--- config.mk ---
export PLATFORM = sky130hd
export DESIGN_NAME = arc_cell
export DESIGN_NICKNAME = d
export VERILOG_FILES = /design/src/sv/arc_pkg.sv /design/src/sv/arc_cell.sv
export SDC_FILE = /design/constraint.sdc
export NUM_CORES = 1
export LEC_CHECK = 0
export BUFFER_PORTS_ARGS = -buffer_cell sky130_fd_sc_hd__buf_2
export CORE_AREA = 2 2 259 261
export CTS_CLUSTER_DIAMETER = 60
export CTS_CLUSTER_SIZE = 28
export DETAILED_ROUTE_END_ITERATION = 16
export DIE_AREA = 0 0 261 263
export GPL_ROUTABILITY_DRIVEN = 0
export PLACE_DENSITY_LB_ADDON = 0.25
export SLEW_MARGIN = 20
export SYNTH_ARGS = -nofsm -noshare
export SYNTH_HDL_FRONTEND = slang
export SYNTH_SLANG_ARGS = --single-unit
export TNS_END_PERCENT = 50
--- constraint.sdc ---
create_clock -name clk_i -period 9.8 [get_ports clk_i]
set_input_delay 0 -clock clk_i [delete_from_list [all_inputs] [get_ports clk_i]]
set_output_delay 0 -clock clk_i [all_outputs]
set_load 0.02 [all_outputs]
--- src/sv/arc_pkg.sv ---
// ----------------------------------------------------------------------------
// arc_pkg
// Shared types and constants for the address range table checker.
// ----------------------------------------------------------------------------
package arc_pkg;

  localparam int unsigned MAX_RANGES_DEF = 64;
  localparam int unsigned ADDR_W  = 52;
  localparam int unsigned LEN_W   = 52;
  localparam int unsigned QEND_W  = 53;
  localparam int unsigned TOP_W   = 54;
  localparam int unsigned COUNT_W = 7;

  typedef enum logic [1:0] {
    OP_CLEAR = 2'd0,
    OP_ADD   = 2'd1,
    OP_BUILD = 2'd2,
    OP_CHECK = 2'd3
  } op_e;

  typedef enum logic [4:0] {
    ST_IDLE  = 5'b00001,
    ST_SORT  = 5'b00010,
    ST_WAVE  = 5'b00100,
    ST_PACK  = 5'b01000,
    ST_CHECK = 5'b10000
  } state_e;

  typedef enum logic [2:0] {
    CM_HOLD   = 3'd0,
    CM_LOAD   = 3'd1,
    CM_SORT   = 3'd2,
    CM_WAVE   = 3'd3,
    CM_COMMIT = 3'd4,
    CM_PACK   = 3'd5,
    CM_ROTATE = 3'd6
  } cell_mode_e;

  // one table entry as held in a cell: base, end address (base plus length) and dead flag
  typedef struct packed {
    logic [ADDR_W-1:0] base;
    logic [TOP_W-1:0]  top_addr;
    logic              dead;
  } cell_t;

  typedef struct packed {
    cell_mode_e mode;
    logic       parity;
  } cell_ctrl_t;

endpackage

--- src/sv/arc_cell.sv ---
// ----------------------------------------------------------------------------
// arc_cell
// One table entry: odd-even exchange with neighbors, prefix-max merge wave,
// group-end back wave, leader count chain and ring rotation for checks.
// ----------------------------------------------------------------------------
module arc_cell #(
  parameter int unsigned NumCells = arc_pkg::MAX_RANGES_DEF,
  parameter int unsigned Index    = 0,
  parameter int unsigned CntW     = 7
) (
  input  logic                            clk_i,
  input  arc_pkg::cell_ctrl_t             ctrl_i,
  input  logic [CntW-1:0]                 cnt_i,
  input  logic [arc_pkg::ADDR_W-1:0]      ld_base_i,
  input  logic [arc_pkg::TOP_W-1:0]       ld_top_i,
  input  arc_pkg::cell_t                  left_i,
  input  arc_pkg::cell_t                  right_i,
  input  logic [arc_pkg::TOP_W-1:0]       left_pmax_i,
  input  logic                            right_lead_i,
  input  logic [arc_pkg::TOP_W-1:0]       right_gend_i,
  input  logic [CntW-1:0]                 left_lnum_i,
  output arc_pkg::cell_t                  cell_o,
  output logic [arc_pkg::TOP_W-1:0]       pmax_o,
  output logic                            lead_o,
  output logic [arc_pkg::TOP_W-1:0]       gend_o,
  output logic [CntW-1:0]                 lnum_o
);

  localparam bit First = (Index == 0);
  localparam bit Last  = (Index + 1 == NumCells);
  localparam bit Odd   = (Index % 2 == 1);
  localparam logic [CntW:0] IdxW    = (CntW+1)'(Index);
  localparam logic [CntW:0] IdxNext = (CntW+1)'(Index + 1);
  localparam logic [CntW:0] AllW    = (CntW+1)'(NumCells);

  arc_pkg::cell_t                cell_q;
  logic [arc_pkg::TOP_W-1:0]     pmax_q, pmax_d;
  logic [arc_pkg::TOP_W-1:0]     gend_q, gend_d;
  logic [CntW-1:0]               lnum_q, lnum_d;
  logic [CntW:0]                 cnt_ext, lim;
  logic                          live, lead, is_lower, pair_ok, gt, last_in_group;
  arc_pkg::cell_t                lo, hi, partner;

  // liveness and group leader
  assign cnt_ext = {1'b0, cnt_i};
  assign live    = IdxW < cnt_ext;
  assign lead    = live && (First || ({2'b00, cell_q.base} > left_pmax_i));

  // odd-even exchange with the partner cell
  assign is_lower = (ctrl_i.parity == Odd);
  assign lim      = (ctrl_i.mode == arc_pkg::CM_SORT) ? cnt_ext : AllW;
  assign pair_ok  = is_lower ? (IdxNext < lim) : (!First && (IdxW < lim));
  assign partner  = is_lower ? right_i : left_i;
  assign lo       = is_lower ? cell_q : left_i;
  assign hi       = is_lower ? right_i : cell_q;
  assign gt       = (ctrl_i.mode == arc_pkg::CM_PACK) ?
                    ({lo.dead, lo.base} > {hi.dead, hi.base}) : (lo.base > hi.base);

  // merge waves
  assign pmax_d = (First || (cell_q.top_addr > left_pmax_i)) ? cell_q.top_addr : left_pmax_i;
  assign last_in_group = (IdxNext == cnt_ext) || (!Last && right_lead_i);
  assign gend_d = last_in_group ? pmax_q : right_gend_i;
  assign lnum_d = left_lnum_i + CntW'(lead);

  always_ff @(posedge clk_i) begin
    unique case (ctrl_i.mode) inside
      arc_pkg::CM_LOAD: begin
        if (IdxW == cnt_ext) begin
          cell_q.base     <= ld_base_i;
          cell_q.top_addr <= ld_top_i;
        end
      end
      arc_pkg::CM_SORT, arc_pkg::CM_PACK: begin
        if (pair_ok && gt) begin
          cell_q <= partner;
        end
      end
      arc_pkg::CM_ROTATE: begin
        cell_q <= right_i;
      end
      arc_pkg::CM_WAVE: begin
        pmax_q <= pmax_d;
        gend_q <= gend_d;
        lnum_q <= lnum_d;
      end
      arc_pkg::CM_COMMIT: begin
        pmax_q          <= pmax_d;
        gend_q          <= gend_d;
        lnum_q          <= lnum_d;
        cell_q.top_addr <= gend_q;
        cell_q.dead     <= !lead;
      end
      default: begin
      end
    endcase
  end

  assign cell_o = cell_q;
  assign pmax_o = pmax_q;
  assign lead_o = lead;
  assign gend_o = gend_q;
  assign lnum_o = lnum_q;

endmodule

==> out/summary.txt, run 1 <==
Final HPWL DP: 41.9 mm
Most common cell after layout, fill and taps aside: buf_2
Placed cell count: 2,472
Clk_skew: 0.0199 ns
Worst R2R Path Depth: 10
Max Fanout on Critical Path: 68
Worst reg2reg setup slack: 5.68 ns
Post-synthesis mux area share: 0.164
Die Y: 263 um
Post-route minimum period: 4.79 ns
Util after Layout: 0.311
DRC viols: 0
Layout area overhead: 61.6%
Final WL: 57.7 mm
Global route overflow: 0
Worst-Skew Late Latency: 0.58 ns
Worst vdd ir: 0.119 mV
Status: complete, no violations
Count of cells resized by post-cts repair: 0
Post-route ant nets: 0
Clock transition at the registers of the reported paths: 0.06 ns
Number of flops mapped to enable cells by yosys: 222
Worst slew margin: 0.286
Setup WS pre-CTS: 4.33 ns
Post-Syn Instances: 1,048
Period utilization: 0.489
Site Rows: 94
Initial Utilization: 0.192
Core ar.: 65,600 um^2
Final Cell Area: 20,400 um^2
Setup-failing EPs final: 0
Max Buffers Root-to-Sink: 3
Layout Nets: 2,410
Critical path launch point type: primary input
Avg Inst Size Synth: 12.0 um^2
Crit path from: ctrl_i[0]
Setup Fix Bufs, Post-CTS: 0
Yosys reg bits: 222
RSZ-0062 raised after global routing: no
Post-DP Area: 16,700 um^2
Die area: 68,600 um^2
Critical path required time: 10.00 ns
Yosys warns: 0
First-pass iteration count of the detailed router: 8
First-pass GRT wire length: 82.9 mm
Total CTS buffers: 28
R2R Path Start: cell_o[70]
CTS tree: yes
Synth Area in Simple Gates: 0.0620
Tot Pwr: 3.04 mW
Post-DR vias/cell: 4.54
Worst-Margin Slew: 1.07 ns
Netlist Area Pre-Place: 12,600 um^2
Worst setup path end: cell_o[78]
Post-synth cell types: 44
Max-slew violation count: 0
Per-cell routed wire length: 20.6 um
Setup WS post-layout: 5.01 ns
Share of cells above drive strength 1: 0.433
Via count of the first global-routing pass: 13.4k
Largest family of logic cells by synthesized area: multiplexers
Post-synthesis adder-cell area fraction: 0.0546
Setup TNS: 0 ns
Leak Pwr: 8.66 nW
Worst min-delay path class: in2reg
Htree depth: 1
Post-synthesis sequential area ratio: 0.529
Number of DRC markers in iteration 0: 780
Ys flop type: edfxtp_1
Vias: 12.7k
PD cells: 149 nW/um^2
Synthesized netlist net count: 1,551
Clock Tree Root: clkbuf_16
Crit Path Category: in2reg
Die span in x: 261 um
Hold Violations, Final: 0
Asr flop ratio synth: 0
XOR/XNOR Fraction of Synth Area: 0.00347
Hold Slack: 0.0604 ns
Num ports: 671
Most frequent cells in the layout: buf_2, dlygate4sd3_1, edfxtp_1, mux2_2, nand2_1
Fmax: 0.209 GHz
Largest net degree at the start of global routing: 71
Clock sinks: 222
I/O Buffers: 616
Worst setup EP type: flop
CP arrival: 4.99 ns
Initial antenna violation count: 19
Synth Area in Compound Gates: 0.147
Post-Layout Cell Count: 2,797
FF-to-FF End: cell_o[78]
GRT Overall Usage: 0.159
Max_cap viols: 0
-- how the worst min path moves through the flow --
stage,start,end,cells after the start
after detailed placement,ld_base_i[39],cell_o[94],3
after floorplan,right_i[100],cell_o[100],2
after global routing,left_i[16],pmax_d[15],6
after CTS,left_i[16],pmax_d[15],6
final,left_i[16],pmax_d[15],6
after global placement,left_lnum_i[6],lnum_o[6],2
-- cell families after synthesis --
group                      count (synthesis)
adders and majority gates                 55
muxes                                    190
DFF                                      222
xor gates and xnor gates                   5
buffers and inverters                    134
and+or+nand+nor                          183
AOI/OAI and AO/OA                        259
-- final cells by class --
class / instances / area [um^2]
flip-flops and latches: 222 / 6670
well taps: 864 / 1080
repair buffers: 901 / 5900
multi-input cells: 692 / 5520
clock buffers: 30 / 729
fillers: 6838 / 45200
clock inverters: 22 / 241
diodes: 4 / 10.0
inverters: 62 / 233
-- routing by layer --
metal / wire length (um) / part of all wire / global-route usage / vias to the layer above
met5: 46 / 0.00080 / 0 / -
met4: 1630 / 0.028 / 0.0465 / 10
met3: 4150 / 0.072 / 0.0365 / 96
met2: 29600 / 0.51 / 0.296 / 556
met1: 22300 / 0.39 / 0.178 / 6173
li1: - / - / - / 5859
-- Yosys cell counts, drive strengths merged (2+ instances only) --
cell type,count,share of area
a211o,2,0.0014
a211oi,5,0.0034
a21o,9,0.0054
a21oi,73,0.029
a221o,5,0.0040
a221oi,40,0.028
a222oi,52,0.041
a41o,2,0.0016
a41oi,3,0.0021
and3,4,0.0026
and4,2,0.0014
buf,12,0.0036
clkbuf,60,0.018
edfxtp,222,0.53
ha,55,0.055
inv,62,0.018
mux2,137,0.12
mux2i,53,0.042
nand2,79,0.024
nand2b,4,0.0020
nand3,10,0.0040
nand4,8,0.0040
nor2,64,0.019
nor3,5,0.0020
nor4,3,0.0015
o21a,2,0.0012
o21ai,41,0.016
o21bai,2,0.0012
o221ai,2,0.0014
o22ai,17,0.0084
xnor2,4,0.0028
-- registers in the layout, summed over array words and instances (netlist names) --
register  flops
cell_o       53
pmax_o       54
pmax_d       54
lnum_o        7
gend_o       54
-- power by group --
part	switching, mW	total [mW]	internal, mW
Combinational	0.404	0.752	0.348
Sequential	0.0430	1.19	1.15
Clock	0.502	1.10	0.595
-- worst max-delay path, cell delays in order --
cell	delay, ns
buf_6	0.50
buf_4	0.84
mux2_2	0.42
ha_1	0.33
nand3_1	0.10
nor4_1	0.68
and3_2	0.31
a221o_1	0.20
a211oi_2	0.10
nor3_1	0.40
a221o_2	0.22
buf_4	0.63
-- what timing repair did --
action / 4_1_cts / 5_1_grt
endpoints found under the setup margin: 0 / 0
endpoints found under the hold margin: 168 / 0
hold buffers: 269 / 0
(Power assumes the default switching activity.)
==> run 2, diff against run 1 <==
Settings changed: ABC_AREA set to 1, CORE_AREA 2 2 259 261 to 2 2 262 264, DIE_AREA 0 0 261 263 to 0 0 264 266.
Clock period 9.8 ns to 4.7 ns, I/O delays scaled along.
==> out/summary.txt, run 2 <==
Die span in x: 264 um
Post-DR vias/cell: 4.48
CTS tree: yes
Util after Layout: 0.322
Leak Pwr: 10.0 nW
R2R Path Start: cell_o[82]
Period utilization: 0.737
Vias: 15.5k
Num ports: 671
Setup-failing EPs final: 0
Setup Fix Bufs, Post-CTS: 0
I/O Buffers: 616
Most common cell after layout, fill and taps aside: nand2_1
Max-slew violation count: 0
Worst R2R Path Depth: 16
GRT Overall Usage: 0.174
Post-Layout Cell Count: 3,472
Clk_skew: 0.0355 ns
Worst min-delay path class: in2reg
Crit Path Category: reg2reg
Total CTS buffers: 30
# hold bufs at CTS: 282
Post-route minimum period: 3.46 ns
Setup WS pre-CTS: 0.773 ns
Post-synthesis sequential area ratio: 0.484
Largest cells by area after synthesis: edfxtp_1, nand2_1, ha_1
Post-Syn Instances: 1,686
Site Rows: 96
Yosys reg bits: 222
Worst setup EP type: flop
Die Y: 266 um
First-pass GRT wire length: 93.6 mm
Post-synth cell types: 30
Worst vdd ir: 0.205 mV
Share of cells above drive strength 1: 0.296
Initial Utilization: 0.203
Fillers: 7,291
Number of DRC markers in iteration 0: 1,040
Count of cells resized by post-cts repair: 0
Post-route ant nets: 0
Asr flop ratio synth: 0
Tot Pwr: 6.72 mW
Max Buffers Root-to-Sink: 3
Htree depth: 1
FF-to-FF End: pmax_d[1]
Final HPWL DP: 48.1 mm
Global route overflow: 0
Worst reg2reg setup slack: 1.24 ns
Synthesized netlist net count: 2,189
Synth area leader: edfxtp_1
Via count of the first global-routing pass: 15.2k
Layout area overhead: 58.3%
Critical path required time: 5.02 ns
First-pass iteration count of the detailed router: 7
Max Fanout on Critical Path: 12
Number of flops mapped to enable cells by yosys: 222
Top cell type's share of synthesized area: 0.484
Worst-Skew Late Latency: 0.62 ns
Clock sinks: 222
Ys flop type: edfxtp_1
PD cells: 308 nW/um^2
Hold Violations, Final: 0
Top-count cell post-synth: nand2_1
Synth top cells by count: nand2_1, edfxtp_1, inv_1, a21oi_1, nor2_1
Fmax: 0.289 GHz
Die area: 70,200 um^2
Largest net degree at the start of global routing: 153
DRC viols: 0
Most frequent cells in the layout: nand2_1, buf_2, dlygate4sd3_1, edfxtp_1, inv_1
Setup WS post-layout: 1.24 ns
RSZ-0062 raised after global routing: no
Per-cell routed wire length: 18.7 um
Hold path start: ctrl_i[2]
Clock transition at the registers of the reported paths: 0.07 ns
CP arrival: 3.78 ns
Worst-Margin Slew: 0.991 ns
Core ar.: 67,700 um^2
Clock Tree Root: clkbuf_16
Hold Slack: 0.0653 ns
Layout Nets: 3,056
Critical path launch point type: flop
Register area: 6670 um^2
Max_cap viols: 0
Yosys warns: 0
Avg Inst Size Synth: 8.16 um^2
Area of the multi-input gates: 6370 um^2
Final WL: 65.0 mm
Initial antenna violation count: 26
Hold Path Depth: 6
Placed cell count: 3,121
Netlist Area Pre-Place: 13,800 um^2
Hold Path End: cell_o[0]
Worst slew margin: 0.339
Status: complete, no violations
## run 2: kinds of logic after synthesis
| kind of cell | Yosys count | synth area share |
|---|---|---|
| muxes | 54 | 0.0442 |
| and+or+nand+nor | 935 | 0.270 |
| AOI/OAI and AO/OA | 223 | 0.0923 |
| adders and majority gates | 55 | 0.0500 |
| DFF | 222 | 0.484 |
| buffers and inverters | 192 | 0.0557 |
| xor gates and xnor gates | 5 | 0.00318 |
## run 2: metrics by stage
stage	instance area (um^2)	setup TNS [ns]
after floorplan	13800	-2.39
after global placement	17900	0
after detailed placement	17900	0
after CTS	21800	0
after global routing	21800	0
final	21800	0
## run 2: how the worst max path moves through the flow
stage               depth (start not counted)     endpoint  slack, ns       start
floorplan                                  22  cell_o[100]      -0.05   ctrl_i[0]
global placement                           18    pmax_d[7]       0.68   ctrl_i[0]
detailed placement                         19    pmax_d[7]       0.77   ctrl_i[0]
CTS                                        14   pmax_d[40]       1.10  cell_o[83]
global route                               16   pmax_d[23]       0.99  cell_o[82]
finish                                     16    pmax_d[1]       1.24  cell_o[82]
## run 2: worst max-delay path: stages (launching register included)
cell	delay [ns]
edfxtp_1	0.43
nand2_1	0.09
nand2_1	0.06
ha_1	0.32
nand2_1	0.11
nor2_1	0.17
nand4_1	0.30
nor3_1	0.28
nand2_1	0.09
nand2_1	0.07
nand2_1	0.05
nand2_1	0.07
nand3_2	0.10
nand2_1	0.08
nand2_1	0.16
nor2_4	0.48
buf_4	0.28
## run 2: routing by layer
| metal | track usage | routed length (um) | vias to the layer above |
|---|---|---|---|
| met1 | 0.203 | 25500 | 7277 |
| met4 | 0.0587 | 1860 | 18 |
| met2 | 0.313 | 32400 | 706 |
| met3 | 0.0400 | 5090 | 105 |
| met5 | 0 | 118 | - |
| li1 | - | - | 7437 |
## run 2: cell type report
class | instances | area share
Inverter | 108 | 0.0187
Tap cell | 882 | 0.0506
Sequential cell | 222 | 0.306
Clock buffer | 30 | 0.0344
Multi-Input combinational cell | 1272 | 0.292
Antenna cell | 13 | 0.00149
Timing Repair Buffer | 919 | 0.282
Clock inverter | 26 | 0.0148
## run 2: power breakdown
part	total (mW)	internal [mW]	switching, mW
registers	2.52	2.41	0.105
logic	1.77	0.752	1.02
clock network	2.43	1.27	1.17
==> run 3, diff against run 2 <==
Clock period 4.7 ns to 3 ns, I/O delays scaled along.
==> out/summary.txt, run 3 (synthesis results as in run 2) <==
Max Fanout on Critical Path: 15
Core ar.: 67,700 um^2
Final Cell Area: 22,500 um^2
PD cells: 471 nW/um^2
Initial Utilization: 0.203
Setup-failing EPs final: 0
Met3 Track Usage GR: 0.0297
Worst setup path end: pmax_d[13]
Worst-Margin Slew: 0.784 ns
Total CTS buffers: 29
Setup WS pre-CTS: -0.101 ns
Area of the multi-input gates: 6470 um^2
Most common cell after layout, fill and taps aside: nand2_1
Fmax: 0.356 GHz
FF-to-FF End: pmax_d[13]
Via count of the first global-routing pass: 15.7k
Fillers: 7,244
First-pass GRT wire length: 95.0 mm
Met2 Usage GRT: 0.319
Number of DRC markers in iteration 0: 1,119
Critical path launch point type: flop
Layout area overhead: 63.4%
CTS tree: yes
Num ports: 671
First-pass iteration count of the detailed router: 5
Critical path required time: 3.30 ns
Per-cell routed wire length: 18.7 um
Status: complete, no violations
Max-slew violation count: 0
Max Buffers Root-to-Sink: 3
Worst min-delay path class: in2reg
CP arrival: 3.11 ns
Die span in x: 264 um
Most frequent cells in the layout: nand2_1, buf_2, dlygate4sd3_1, edfxtp_1, inv_1
Site Rows: 96
Setup WS post-layout: 0.189 ns
Worst-Skew Late Latency: 0.60 ns
Post-DP Area: 18,600 um^2
Final HPWL DP: 51.3 mm
Die Y: 266 um
Tot Pwr: 10.6 mW
Gr busiest metal: met2
Crit Path Category: reg2reg
Worst setup EP type: flop
Global route overflow: 0
Post-DR vias/cell: 4.47
Initial antenna violation count: 21
Met1 usage: 0.213
Post-route minimum period: 2.81 ns
Hold Violations, Final: 0
Register area: 6670 um^2
Clock sinks: 222
Layout Nets: 3,124
Worst R2R Path Depth: 19
I/O Buffers: 616
Worst reg2reg setup slack: 0.19 ns
Worst vdd ir: 0.376 mV
R2R Path Start: cell_o[90]
Crit path from: cell_o[90]
Vias: 15.8k
RSZ-0062 raised after global routing: yes
GRT Overall Usage: 0.178
Period utilization: 0.937
Clk_skew: 0.0238 ns
Die area: 70,200 um^2
Largest net degree at the start of global routing: 80
Clock transition at the registers of the reported paths: 0.07 ns
Clock Tree Root: clkbuf_16
Leak Pwr: 10.4 nW
DRC viols: 0
Worst slew margin: 0.478
Max_cap viols: 0
Final WL: 66.2 mm
Share of cells above drive strength 1: 0.321
Post-route ant nets: 0
Htree depth: 1
[run 3: through the flow]
step	hold slack, ns	setup TNS, ns	instances	util
2_1_floorplan	0.195	-5.27	1686	-
3_3_place_gp	0.299	-8.75	3189	0.274
3_5_place_dp	0.301	-5.37	3189	0.274
4_1_cts	0.152	0	3522	0.330
5_1_grt	0.192	-0.576	3532	0.332
6_report	0.152	0	3537	0.332
[run 3: how the worst min path moves through the flow]
| stage | cells past startpoint | from | to | slack, ns |
|---|---|---|---|---|
| detailed placement | 2 | left_lnum_i[6] | lnum_o[6] | 0.30 |
| global placement | 3 | ld_top_i[24] | pmax_d[24] | 0.30 |
| finish | 5 | cnt_i[0] | lnum_o[1] | 0.15 |
| CTS | 5 | ctrl_i[3] | cell_o[96] | 0.15 |
| floorplan | 1 | left_lnum_i[6] | lnum_o[6] | 0.20 |
| global route | 5 | ctrl_i[2] | cell_o[97] | 0.19 |
[run 3: final cells by class]
class	count	area share
Clock buffer	29	0.0323
Clock inverter	25	0.0135
Inverter	108	0.0182
Antenna cell	11	0.00122
Tap cell	882	0.0491
Timing Repair Buffer	988	0.302
Multi-Input combinational cell	1272	0.288
Sequential cell	222	0.296
[run 3: timing repair]
item                                   4_1_cts  5_1_grt
hold buffers                               279        0
setup endpoints to repair                    0      102
gates resized for setup                      0       10
endpoints found under the hold margin      168        0
buffers inserted                             0        4
[run 3: critical path, cell delays in order (launching register included)]
cell and delay, ns:
edfxtp_1 0.43, nand2_1 0.09, nand2_1 0.11, ha_4 0.33, nand2_1 0.06, nor2_2 0.15
nand4_4 0.14, nor2_1 0.14, nand2_1 0.06, nand2_1 0.06, nor2_1 0.04, nand2_1 0.05
nand2_1 0.05, nand2_1 0.07, nand3_2 0.07, nand2_1 0.07, nand2_2 0.10, nor2_4 0.13
buf_12 0.19, buf_12 0.16
[run 3: metal layers]
| metal | part of all wire | up-vias |
|---|---|---|
| met3 | 0.063 | 136 |
| met5 | 0.0011 | - |
| li1 | - | 7575 |
| met2 | 0.49 | 690 |
| met1 | 0.41 | 7395 |
| met4 | 0.037 | 10 |
[run 3: report_power, final]
| part | internal, mW | switching, mW |
|---|---|---|
| Clock | 1.97 | 1.68 |
| Sequential | 3.78 | 0.186 |
| Combinational | 1.34 | 1.64 |
